[config.mk]
export PLATFORM = sky130hd
export DESIGN_NAME = des_ctrl
export DESIGN_NICKNAME = d
export VERILOG_FILES = /design/src/rtl/core/des_pkg.sv /design/src/rtl/core/des_ctrl.sv
export VERILOG_INCLUDE_DIRS = /design/src /design/src/rtl/core
export SDC_FILE = /design/constraint.sdc
export NUM_CORES = 1
export LEC_CHECK = 0
export BUFFER_PORTS_ARGS = -buffer_cell sky130_fd_sc_hd__buf_2
export CAP_MARGIN = 10
export CORE_UTILIZATION = 38
export DETAILED_ROUTE_END_ITERATION = 10
export HOLD_SLACK_MARGIN = 0.02
export PLACE_DENSITY = 0.8
export SLEW_MARGIN = 20
export SYNTH_ARGS = -nofsm -noshare
export SYNTH_HDL_FRONTEND = slang
export SYNTH_SLANG_ARGS = --single-unit
[constraint.sdc]
create_clock -name i_clk -period 1.45 [get_ports i_clk]
set_clock_uncertainty 0.15 [all_clocks]
set_input_delay 0.29 -clock i_clk [delete_from_list [all_inputs] [get_ports i_clk]]
set_output_delay 0.29 -clock i_clk [all_outputs]
set_load 0.01 [all_outputs]
[src/rtl/core/differential_evolution_step_unit_macros.svh]
// Assertion helpers for the differential evolution step unit.
`ifndef DIFFERENTIAL_EVOLUTION_STEP_UNIT_MACROS_SVH
`define DIFFERENTIAL_EVOLUTION_STEP_UNIT_MACROS_SVH

// Clocked assertion that is held off while reset is asserted (active low).
`define DES_ASSERT(lbl, clk, rst_n, prop, msg) \
    lbl: assert property (@(posedge clk) disable iff (!rst_n) prop) else $error(msg);

// Clocked assertion that is also checked during reset.
`define DES_ASSERT_ALWAYS(lbl, clk, prop, msg) \
    lbl: assert property (@(posedge clk) prop) else $error(msg);

`endif

[src/rtl/core/des_pkg.sv]
package des_pkg;

    // Population limits.
    localparam int POP_MAX = 64;
    localparam int IND_MAX = 256;

    // Field widths of one input beat and one result beat.
    localparam int FUNC_W  = 3;
    localparam int IDX_W   = 6;
    localparam int EL_W    = 8;
    localparam int VAL_W   = 16;
    localparam int DRAW_W  = 16;
    localparam int COST_W  = 32;

    // Population memory geometry: address is {individual, element}.
    localparam int MEM_AW    = IDX_W + EL_W;
    localparam int MEM_DEPTH = POP_MAX * IND_MAX;
    localparam int COST_AW   = $clog2(POP_MAX);

    // Configuration registers.
    localparam int POP_CFG_W  = 7;
    localparam int IND_CFG_W  = 9;
    localparam int F_W        = 13;
    localparam int CR_W       = 16;
    localparam int CFG_IDX_W  = 2;
    localparam int CFG_DATA_W = 16;

    localparam logic [CFG_IDX_W-1:0] CFG_POP_SIZE    = 2'd0;
    localparam logic [CFG_IDX_W-1:0] CFG_IND_SIZE    = 2'd1;
    localparam logic [CFG_IDX_W-1:0] CFG_DIFF_WEIGHT = 2'd2;
    localparam logic [CFG_IDX_W-1:0] CFG_CROSS_RATE  = 2'd3;

    localparam logic [POP_CFG_W-1:0] POP_SIZE_RST    = 7'd64;
    localparam logic [IND_CFG_W-1:0] IND_SIZE_RST    = 9'd256;
    localparam logic [F_W-1:0]       DIFF_WEIGHT_RST = 13'd2458;
    localparam logic [CR_W-1:0]      CROSS_RATE_RST  = 16'd26214;

    // Operation codes.
    localparam logic [FUNC_W-1:0] FUNC_LOAD  = 3'd0;
    localparam logic [FUNC_W-1:0] FUNC_SET   = 3'd1;
    localparam logic [FUNC_W-1:0] FUNC_TRIAL = 3'd2;
    localparam logic [FUNC_W-1:0] FUNC_OFFER = 3'd3;
    localparam logic [FUNC_W-1:0] FUNC_READ  = 3'd4;

    // Population read address selection.
    localparam logic [1:0] RD_TGT = 2'd0;
    localparam logic [1:0] RD_LO  = 2'd1;
    localparam logic [1:0] RD_MID = 2'd2;
    localparam logic [1:0] RD_HI  = 2'd3;

    typedef struct packed {
        logic [FUNC_W-1:0]        func;
        logic [IDX_W-1:0]         individual;
        logic [EL_W-1:0]          element;
        logic signed [VAL_W-1:0]  value;
        logic [IDX_W-1:0]         pick_one;
        logic [IDX_W-1:0]         pick_two;
        logic [IDX_W-1:0]         pick_three;
        logic [DRAW_W-1:0]        cross_draw;
        logic [EL_W-1:0]          forced_element;
        logic signed [COST_W-1:0] cost;
    } t_item;

    typedef struct packed {
        logic signed [VAL_W-1:0] result_value;
        logic                    accepted;
        logic [IDX_W-1:0]        best_individual;
        logic                    error;
    } t_result;

    // Controller to datapath commands.
    typedef struct packed {
        logic       load_item;
        logic       cur_wr_load;
        logic       set_cost;
        logic [1:0] rd_sel;
        logic       cap_en;
        logic [1:0] cap_sel;
        logic       mul;
        logic       res_trial;
        logic       res_read;
        logic       offer_acc;
        logic       copy_start;
        logic       copy_step;
        logic       out_load;
    } t_cmd;

    // Datapath to controller status.
    typedef struct packed {
        logic              err;
        logic [FUNC_W-1:0] func;
        logic              offer_win;
        logic              copy_done;
    } t_sts;

endpackage

[src/rtl/core/des_ctrl.sv]
`include "differential_evolution_step_unit_macros.svh"

module des_ctrl (
    input  logic          i_clk,
    input  logic          i_rst_n,
    input  logic          i_in_valid,
    output logic          o_in_ready,
    output logic          o_out_valid,
    input  logic          i_out_ready,
    input  des_pkg::t_sts i_sts,
    output des_pkg::t_cmd o_cmd
);
    import des_pkg::*;

    typedef enum logic [3:0] {
        S_IDLE, S_CHECK, S_T0, S_T1, S_T2, S_T3, S_T4, S_MUL, S_SUM,
        S_RD0, S_RD1, S_CMP, S_COPY, S_DONE
    } t_state;

    t_state r_state, n_state;
    logic   r_out_valid, n_out_valid;

    assign o_in_ready  = (r_state == S_IDLE);
    assign o_out_valid = r_out_valid;

    // Next state and commands.
    always_comb begin
        n_state = r_state;
        o_cmd   = '0;
        unique case (r_state)
            S_IDLE: begin
                if (i_in_valid) begin
                    o_cmd.load_item = 1'b1;
                    n_state         = S_CHECK;
                end
            end
            S_CHECK: begin
                if (i_sts.err) begin
                    n_state = S_DONE;
                end else begin
                    case (i_sts.func)
                        FUNC_LOAD: begin
                            o_cmd.cur_wr_load = 1'b1;
                            n_state           = S_DONE;
                        end
                        FUNC_SET: begin
                            o_cmd.set_cost = 1'b1;
                            n_state        = S_DONE;
                        end
                        FUNC_TRIAL: n_state = S_T0;
                        FUNC_OFFER: n_state = S_CMP;
                        FUNC_READ:  n_state = S_RD0;
                        default:    n_state = S_DONE;
                    endcase
                end
            end
            S_T0: begin
                o_cmd.rd_sel = RD_TGT;
                n_state      = S_T1;
            end
            S_T1: begin
                o_cmd.rd_sel  = RD_LO;
                o_cmd.cap_en  = 1'b1;
                o_cmd.cap_sel = RD_TGT;
                n_state       = S_T2;
            end
            S_T2: begin
                o_cmd.rd_sel  = RD_MID;
                o_cmd.cap_en  = 1'b1;
                o_cmd.cap_sel = RD_LO;
                n_state       = S_T3;
            end
            S_T3: begin
                o_cmd.rd_sel  = RD_HI;
                o_cmd.cap_en  = 1'b1;
                o_cmd.cap_sel = RD_MID;
                n_state       = S_T4;
            end
            S_T4: begin
                o_cmd.cap_en  = 1'b1;
                o_cmd.cap_sel = RD_HI;
                n_state       = S_MUL;
            end
            S_MUL: begin
                o_cmd.mul = 1'b1;
                n_state   = S_SUM;
            end
            S_SUM: begin
                o_cmd.res_trial = 1'b1;
                n_state         = S_DONE;
            end
            S_RD0: begin
                o_cmd.rd_sel = RD_TGT;
                n_state      = S_RD1;
            end
            S_RD1: begin
                o_cmd.res_read = 1'b1;
                n_state        = S_DONE;
            end
            S_CMP: begin
                if (i_sts.offer_win) begin
                    o_cmd.offer_acc  = 1'b1;
                    o_cmd.copy_start = 1'b1;
                    n_state          = S_COPY;
                end else begin
                    n_state = S_DONE;
                end
            end
            S_COPY: begin
                if (i_sts.copy_done) begin
                    n_state = S_DONE;
                end else begin
                    o_cmd.copy_step = 1'b1;
                end
            end
            S_DONE: begin
                if (!r_out_valid || i_out_ready) begin
                    o_cmd.out_load = 1'b1;
                    n_state        = S_IDLE;
                end
            end
            default: n_state = S_IDLE;
        endcase
    end

    // Output beat valid: set when a result is loaded, cleared when taken.
    always_comb begin
        n_out_valid = r_out_valid;
        if (o_cmd.out_load) begin
            n_out_valid = 1'b1;
        end else if (i_out_ready) begin
            n_out_valid = 1'b0;
        end
    end

    always_ff @(posedge i_clk) begin
        if (!i_rst_n) begin
            r_state     <= S_IDLE;
            r_out_valid <= 1'b0;
        end else begin
            r_state     <= n_state;
            r_out_valid <= n_out_valid;
        end
    end

    `DES_ASSERT(a_fire_to_check, i_clk, i_rst_n, (i_in_valid && o_in_ready) |=> (r_state == S_CHECK), "accepted beat did not enter decode")
    `DES_ASSERT(a_no_overwrite, i_clk, i_rst_n, o_cmd.out_load |-> (!r_out_valid || i_out_ready), "result loaded over a waiting beat")
    `DES_ASSERT(a_copy_clean, i_clk, i_rst_n, (r_state == S_COPY) |-> (!i_sts.err && (i_sts.func == FUNC_OFFER)), "copy running for a faulty or foreign item")
endmodule

==> out/qor.log, run 1 <==
[synthesis] share of async-settable or async-resettable flops after synthesis 0%
[power_and_ir_drop] Peak supply drop 1.17 mV
[die] Die Outline Area 0.00147 sq mm
[placement] quantity of I/O buffers inserted on ports 26
[clock_tree] cell at the root of the clock tree clkbuf_4
[power_and_ir_drop] switching power 0.896 mW
[clock_tree] TritonCTS clock tree built
[cells_and_area] final instance area 972 sq um
[setup_path] CP cell instances buf_4 -> xnor2_2 -> nor3_2 -> or2_2 -> buf_2
[die] core box area 0.00117 sq mm
[clock_tree] worst skew pair latency 0.27 ns
[sta] Fin. Hold Viols 0
[synthesis] Post-Syn Instances 71
[min_path] class of the tightest hold or removal check in -> reg
[setup_path] gate family responsible for the most delay along the worst path buffers and inverters
[cells_and_area] footprint of the multi-input gates 490 sq um
[synthesis] count of state elements after synthesis 5
[run] max cap viols 0
[setup_path] cell with the largest stage delay on the worst path dfxtp_1
[route] via count 787
[setup_path] Critical Path End Type output pin
[sta] Max Transition Viols Final 0
[route] post-route DRC violation count 0
[grt] maximum number of pins on one net before global-route repair 12
[synthesis] Post-synth EDFFs 0
[sta] summed negative setup slack over all endpoints -5.02 ns
[power_and_ir_drop] leak pwr 0.469 nW
[sta] highest clock frequency the design can meet 534 MHz
[grt] first-pass GRT wire length 3130 um
[clock_tree] number of levels in the clock H-tree 1
[grt] overall routing resource usage 32.0%
[die] std cell rows 12
[grt] number of global-route vias before repair 682
[grt] number of antenna violations at the first check in global routing 0
[clock_tree] total clock sinks 5
[setup_path] worst path arrival time 1.43 ns
[placement] Routability Congestion 0.901
[sta] worst setup margin -0.424 ns
[synthesis] Syn Nets 81
[die] initial core utilization 42.7%
[sta] post-route clock period utilization 129%
[cells_and_area] share of final-layout standard cells stronger than drive strength 1 68.1%
[die] die span in x 38.3 um
[cells_and_area] area added between synthesis and finish 94.2%
[route] antenna-violating nets left 0
[synthesis] dominant cells by area after synthesis dfxtp_1, nor2_1, o21ai_0
[power_and_ir_drop] Flop pwr share 12.7%
[synthesis] average size of a mapped cell 7.05 sq um
[sta] final critical-path required period 1.87 ns
[clock_tree] TritonCTS buffer count 3
[synthesis] post-synthesis cell type count 31
[status] status complete, but fails checks
[cells_and_area] most common library cell in the layout ignoring fill and taps buf_2
[placement] post-detailed-placement half-perimeter wirelength 1120 um
[power_and_ir_drop] Power, Total 2.00 mW
[die] die outline height 38.3 um
[power_and_ir_drop] part of the total power dissipated in combinational logic 77.9%
[route] Vias per Instance 6.05
[synthesis] cell type with the highest aggregate area in the netlist dfxtp_1
[cells_and_area] most frequent cells in the layout buf_2, buf_4, nor2_1, buf_6, o21ai_0
[route] final wirelength 2270 um
[cells_and_area] number of nets in the layout 127
[synthesis] Synth top area share 20.0%
[setup_path] element type at the critical path start flip-flop
[synthesis] most used flip-flop cell after synthesis dfxtp_1
[sta] RSZ-0062 raised after global routing yes
[setup_path] worst-path fanout max 11
[placement] worst slack, placed -0.155 ns
[setup_path] crit path kind reg -> out
[route] routed len/inst 17.5 um
[setup_path] combined buffer and inverter count along the critical path 2
[die] top-level port count 27
[placement] total placed instance area 701 sq um
[sta] Slew Limit Headroom 76.3%
[route] first-iteration detailed-routing DRC count 33
[clock_tree] clock transition at the registers of the reported paths 0.06 ns
[cells_and_area] fillers 62
[setup_path] CP max stage delay 0.33 ns
[power_and_ir_drop] power density over cell area 2060 mW/mm^2
[grt] Overflow after GRT 0
[cells_and_area] register area 108 sq um
[status] failing checks setup timing
[power_and_ir_drop] internal power component 1.11 mW
[power_and_ir_drop] Clk network pwr share 9.4%
[synthesis] sequential-to-total area share from yosys stat 20.0%
[clock_tree] deepest clock path buffer count 2
[sta] slew at the pin closest to its max-slew limit 0.352 ns
[synthesis] Cell Area, Synth 500 sq um
[setup_path] CP Data Required Time 1.01 ns
[sta] endpoints failing setup 19
[route] length of the first detailed-routing pass in iterations 4
[synthesis] Syn. warnings 0
[cells_and_area] final antenna diode count 0
[power_and_ir_drop] Sw Share 44.7%
-- registers in the layout (all words and copies together) (netlist names) --
signal	count
r_state	4
o_out_valid	1
-- routing by layer --
metal  track usage (%)  wire [um]  up-vias
met1              32.2        814      370
met3              4.65        153       22
met5                 0          0        -
li1                  -          -      350
met4              23.2        167        0
met2              58.5       1140       45
-- stage by stage --
stage               util [%]  hold WS, ns  std cells
floorplan                  -        0.257         71
global placement        59.8        0.416        115
detailed placement      59.8        0.442        115
global route            83.0        0.187        130
CTS                     74.8        0.189        125
finish                  83.0        0.190        130
-- synthesized netlist by cell type, drive strengths merged, types with 2 or more instances --
cell type	instances
nor2	11
buf	6
o21ai	6
dfxtp	5
nand2	5
nand2b	4
nor3	4
inv	3
a21boi	2
a21oi	2
a221oi	2
and3	2
and4	2
nor2b	2
-- kinds of logic after synthesis --
| logic type | count (synthesis) | synth area share (%) |
|---|---|---|
| simple gates | 37 | 41.5 |
| compound gates | 19 | 27.5 |
| buf+inv | 9 | 9.25 |
| flops | 5 | 20.0 |
| xor+xnor | 1 | 1.75 |
-- power groups by stage --
stage	Clock, mW	Sequential [mW]	Combinational (mW)
4_1_cts	0.174	0.244	1.28
2_1_floorplan	0	0.227	0.585
3_3_place_gp	0	0.225	0.908
6_report	0.189	0.254	1.56
5_1_grt	0.206	0.261	1.65
3_5_place_dp	0	0.228	0.925
-- timing repair --
action,in CTS,in global routing
setup buffers,6,5
hold buffers,0,0
endpoints found under the setup margin,19,20
pin swaps,7,6
cloned,0,0
resized for setup,23,12
-- path summary, 6_finish.rpt --
path | slack, ns | endpoint | startpoint | depth (start not counted)
worst max-delay path | -0.42 | o_cmd[9] | r_state[2]$_SDFFE_PN0P_ | 5
worst max register to register | -0.29 | r_state[0]$_SDFFE_PN0P_ | r_state[2]$_SDFFE_PN0P_ | 5
worst min register to register | 0.63 | o_out_valid$_SDFFE_PN0P_ | o_out_valid$_SDFFE_PN0P_ | 3
worst min-delay path | 0.19 | o_out_valid$_SDFFE_PN0P_ | i_rst_n | 2
-- area by class of cell --
cell class	instances	share of cell area [%]
sequential	5	11.1
inverter	3	1.16
multi-input combinational	57	50.5
timing repair buffer	47	32.8
clock buffer	4	2.70
tap	14	1.80
No activity file was read; power rests on OpenSTA's default activity.
==> run 2: changes to the inputs <==
==> constraint.sdc (replaced) <==
create_clock -name i_clk -period 1.45 [get_ports i_clk]
set_clock_uncertainty 0.15 [all_clocks]
set_input_delay 0.2175 -clock i_clk [delete_from_list [all_inputs] [get_ports i_clk]]
set_output_delay 0.2175 -clock i_clk [all_outputs]
set_load 0.01 [all_outputs]
==> out/qor.log, run 2 (synthesis gave the netlist of run 1 again) <==
[clock_tree] worst skew pair latency 0.27 ns [about the same]
[sta] RSZ-0062 raised after global routing yes
[sta] Slew Limit Headroom 67.6% [-8.7 points]
[clock_tree] clock transition at the registers of the reported paths 0.06 ns [about the same]
[sta] Fin. Hold Viols 0 [unchanged]
[setup_path] worst path arrival time 1.45 ns [+0.02 ns]
[cells_and_area] final antenna diode count 0 [unchanged]
[route] Vias per Instance 6.56 [+8.4%]
[cells_and_area] number of nets in the layout 134 [+5.5%]
[power_and_ir_drop] power density over cell area 2200 mW/mm^2 [+6.7%]
[grt] overall routing resource usage 36.1% [+4.1 points]
[setup_path] cell with the largest stage delay on the worst path or4_4
[setup_path] CP Data Required Time 1.08 ns [+0.07 ns]
[die] std cell rows 12 [unchanged]
[sta] highest clock frequency the design can meet 550 MHz [+3.2%]
[clock_tree] deepest clock path buffer count 2 [unchanged]
[clock_tree] TritonCTS buffer count 3 [unchanged]
[sta] Max Transition Viols Final 0 [unchanged]
[setup_path] depth of the most critical reg-to-reg path 5 [unchanged]
[min_path] class of the tightest hold or removal check in -> reg
[cells_and_area] most common library cell in the layout ignoring fill and taps buf_2
[grt] GR Util met2 66.9% [+8.5 points]
[route] routed len/inst 24.0 um [+37%]
[cells_and_area] most frequent cells in the layout buf_2, buf_6, buf_4
[min_path] cell depth of the worst hold path 2 [unchanged]
[power_and_ir_drop] leak pwr 0.545 nW [+16%]
[placement] quantity of I/O buffers inserted on ports 26 [unchanged]
[grt] number of antenna violations at the first check in global routing 0 [unchanged]
[die] Die Outline Area 0.00147 sq mm [unchanged]
[cells_and_area] largest reg by FF count r_state
[sta] worst setup margin -0.367 ns [+0.0578 ns]
[setup_path] combined buffer and inverter count along the critical path 2 [unchanged]
[status] failing checks setup timing
[setup_path] element type at the critical path start flip-flop
[run] max cap viols 0 [unchanged]
[placement] number of placed instances with taps included 117 [+1.7%]
[grt] Overflow after GRT 0 [unchanged]
[die] core box area 0.00117 sq mm [unchanged]
[die] die outline height 38.3 um [unchanged]
[sta] slew at the pin closest to its max-slew limit 0.484 ns [+0.133 ns]
[cells_and_area] share of final-layout standard cells stronger than drive strength 1 76.4% [+8.3 points]
[route] final wirelength 3280 um [+45%]
[sta] endpoints failing setup 19 [unchanged]
[route] post-route DRC violation count 0 [unchanged]
[grt] most utilized layer in the global route result met2
[grt] first-pass GRT wire length 3550 um [+14%]
[cells_and_area] post-route non-filler standard cell count 137 [+5.4%]
[setup_path] crit path kind reg -> out
[clock_tree] TritonCTS clock tree built
[power_and_ir_drop] Peak supply drop 1.45 mV [+24%]
[status] status complete, but fails checks
[die] top-level port count 27 [unchanged]
[setup_path] Critical Path End Type output pin
[cells_and_area] max FFs per register 4 [unchanged]
[setup_path] CP cell instances or4_4 -> inv_2 -> and2_4 -> buf_6
[die] die span in x 38.3 um [unchanged]
[setup_path] worst-path fanout max 2 [-9]
[grt] met3 track demand over resource in global routing 5.81% [+1.2 points]
[cells_and_area] utilization after layout 97.2% [+14 points]
[grt] global-route track usage on met1 35.9% [+3.8 points]
[clock_tree] cell at the root of the clock tree clkbuf_4
[route] via count 899 [+14%]
[sta] summed negative setup slack over all endpoints -4.43 ns [+0.591 ns]
[route] antenna-violating nets left 0 [unchanged]
[sta] final critical-path required period 1.82 ns [-0.0578 ns]
[setup_path] gate family responsible for the most delay along the worst path simple AND/OR/NAND/NOR gates
[placement] post-detailed-placement half-perimeter wirelength 1130 um [+1.3%]
[clock_tree] total clock sinks 5 [unchanged]
[grt] maximum number of pins on one net before global-route repair 9 [-3]
[grt] number of global-route vias before repair 779 [+14%]
[setup_path] logic depth of the worst setup path including buffers 4 [-1]
[placement] Routability Congestion 0.897 [-0.47%]
[cells_and_area] area added between synthesis and finish 127%
[route] length of the first detailed-routing pass in iterations 4 [unchanged]
[setup_path] CP max stage delay 0.55 ns [+0.22 ns]
[sta] post-route clock period utilization 125% [-4.0 points]
[die] initial core utilization 42.7% [unchanged]
[clock_tree] number of levels in the clock H-tree 1 [unchanged]
[route] first-iteration detailed-routing DRC count 48 [+45%]
[sta] Worst Hold Margin 0.0936 ns [-0.0967 ns]
run 2: layer usage:
metal | share of wire [%] | up-vias
met5 | 0 | -
met4 | 9.0 | 0
met3 | 9.9 | 36
met2 | 48 | 93
met1 | 33 | 407
li1 | - | 363
run 2: layout make-up:
| cell class | count | area, sq um |
|---|---|---|
| tap | 14 | 17.5 |
| clock inverter | 1 | 5.00 |
| sequential | 5 | 109 |
| timing repair buffer | 54 | 428 |
| inverter | 3 | 16.3 |
| fill | 20 | 32.5 |
| multi-input combinational | 57 | 541 |
| clock buffer | 3 | 22.5 |
run 2: worst reg2reg max path, delay by kind of cell, from the launching register on:
kind	cells	cell delay, ns
buffers and inverters	1	0.16
flip-flops	1	0.33
AO/OA/AOI/OAI	3	0.47
AND/OR/NAND/NOR	1	0.55
run 2: metrics by stage:
step                      worst slack, ns  power [mW]  cell area [sq um]
final                              -0.367        2.50               1140
after global routing               -0.381        2.59               1140
after CTS                          -0.308        1.94               1000
after detailed placement           -0.162        1.15                707
after global placement             -0.108        1.13                707
after floorplan                   -0.0753       0.789                504
run 2: what timing repair did:
action,in CTS,in global routing
endpoints found under the setup margin,20,20
hold buffers,0,0
setup buffers,10,7
pin swaps,8,10
resized for setup,45,24
hold endpoints to repair,0,0
run 2: power by group:
group / switching, mW / internal (mW) / total (mW) / leakage (nW)
combinational: 0.974 / 1.07 / 2.04 / 0.484
clock: 0.0855 / 0.102 / 0.187 / 0.0177
sequential: 0.0741 / 0.199 / 0.273 / 0.0432
run 2: worst paths after layout:
check | slack [ns] | from | end
hold / removal | 0.09 | i_rst_n | o_out_valid$_SDFFE_PN0P_
setup reg to reg | -0.30 | r_state[3]$_SDFFE_PN0P_ | r_state[0]$_SDFFE_PN0P_
setup / recovery | -0.37 | r_state[3]$_SDFFE_PN0P_ | o_cmd[14]
hold reg to reg | 0.57 | r_state[1]$_SDFFE_PN0P_ | r_state[2]$_SDFFE_PN0P_
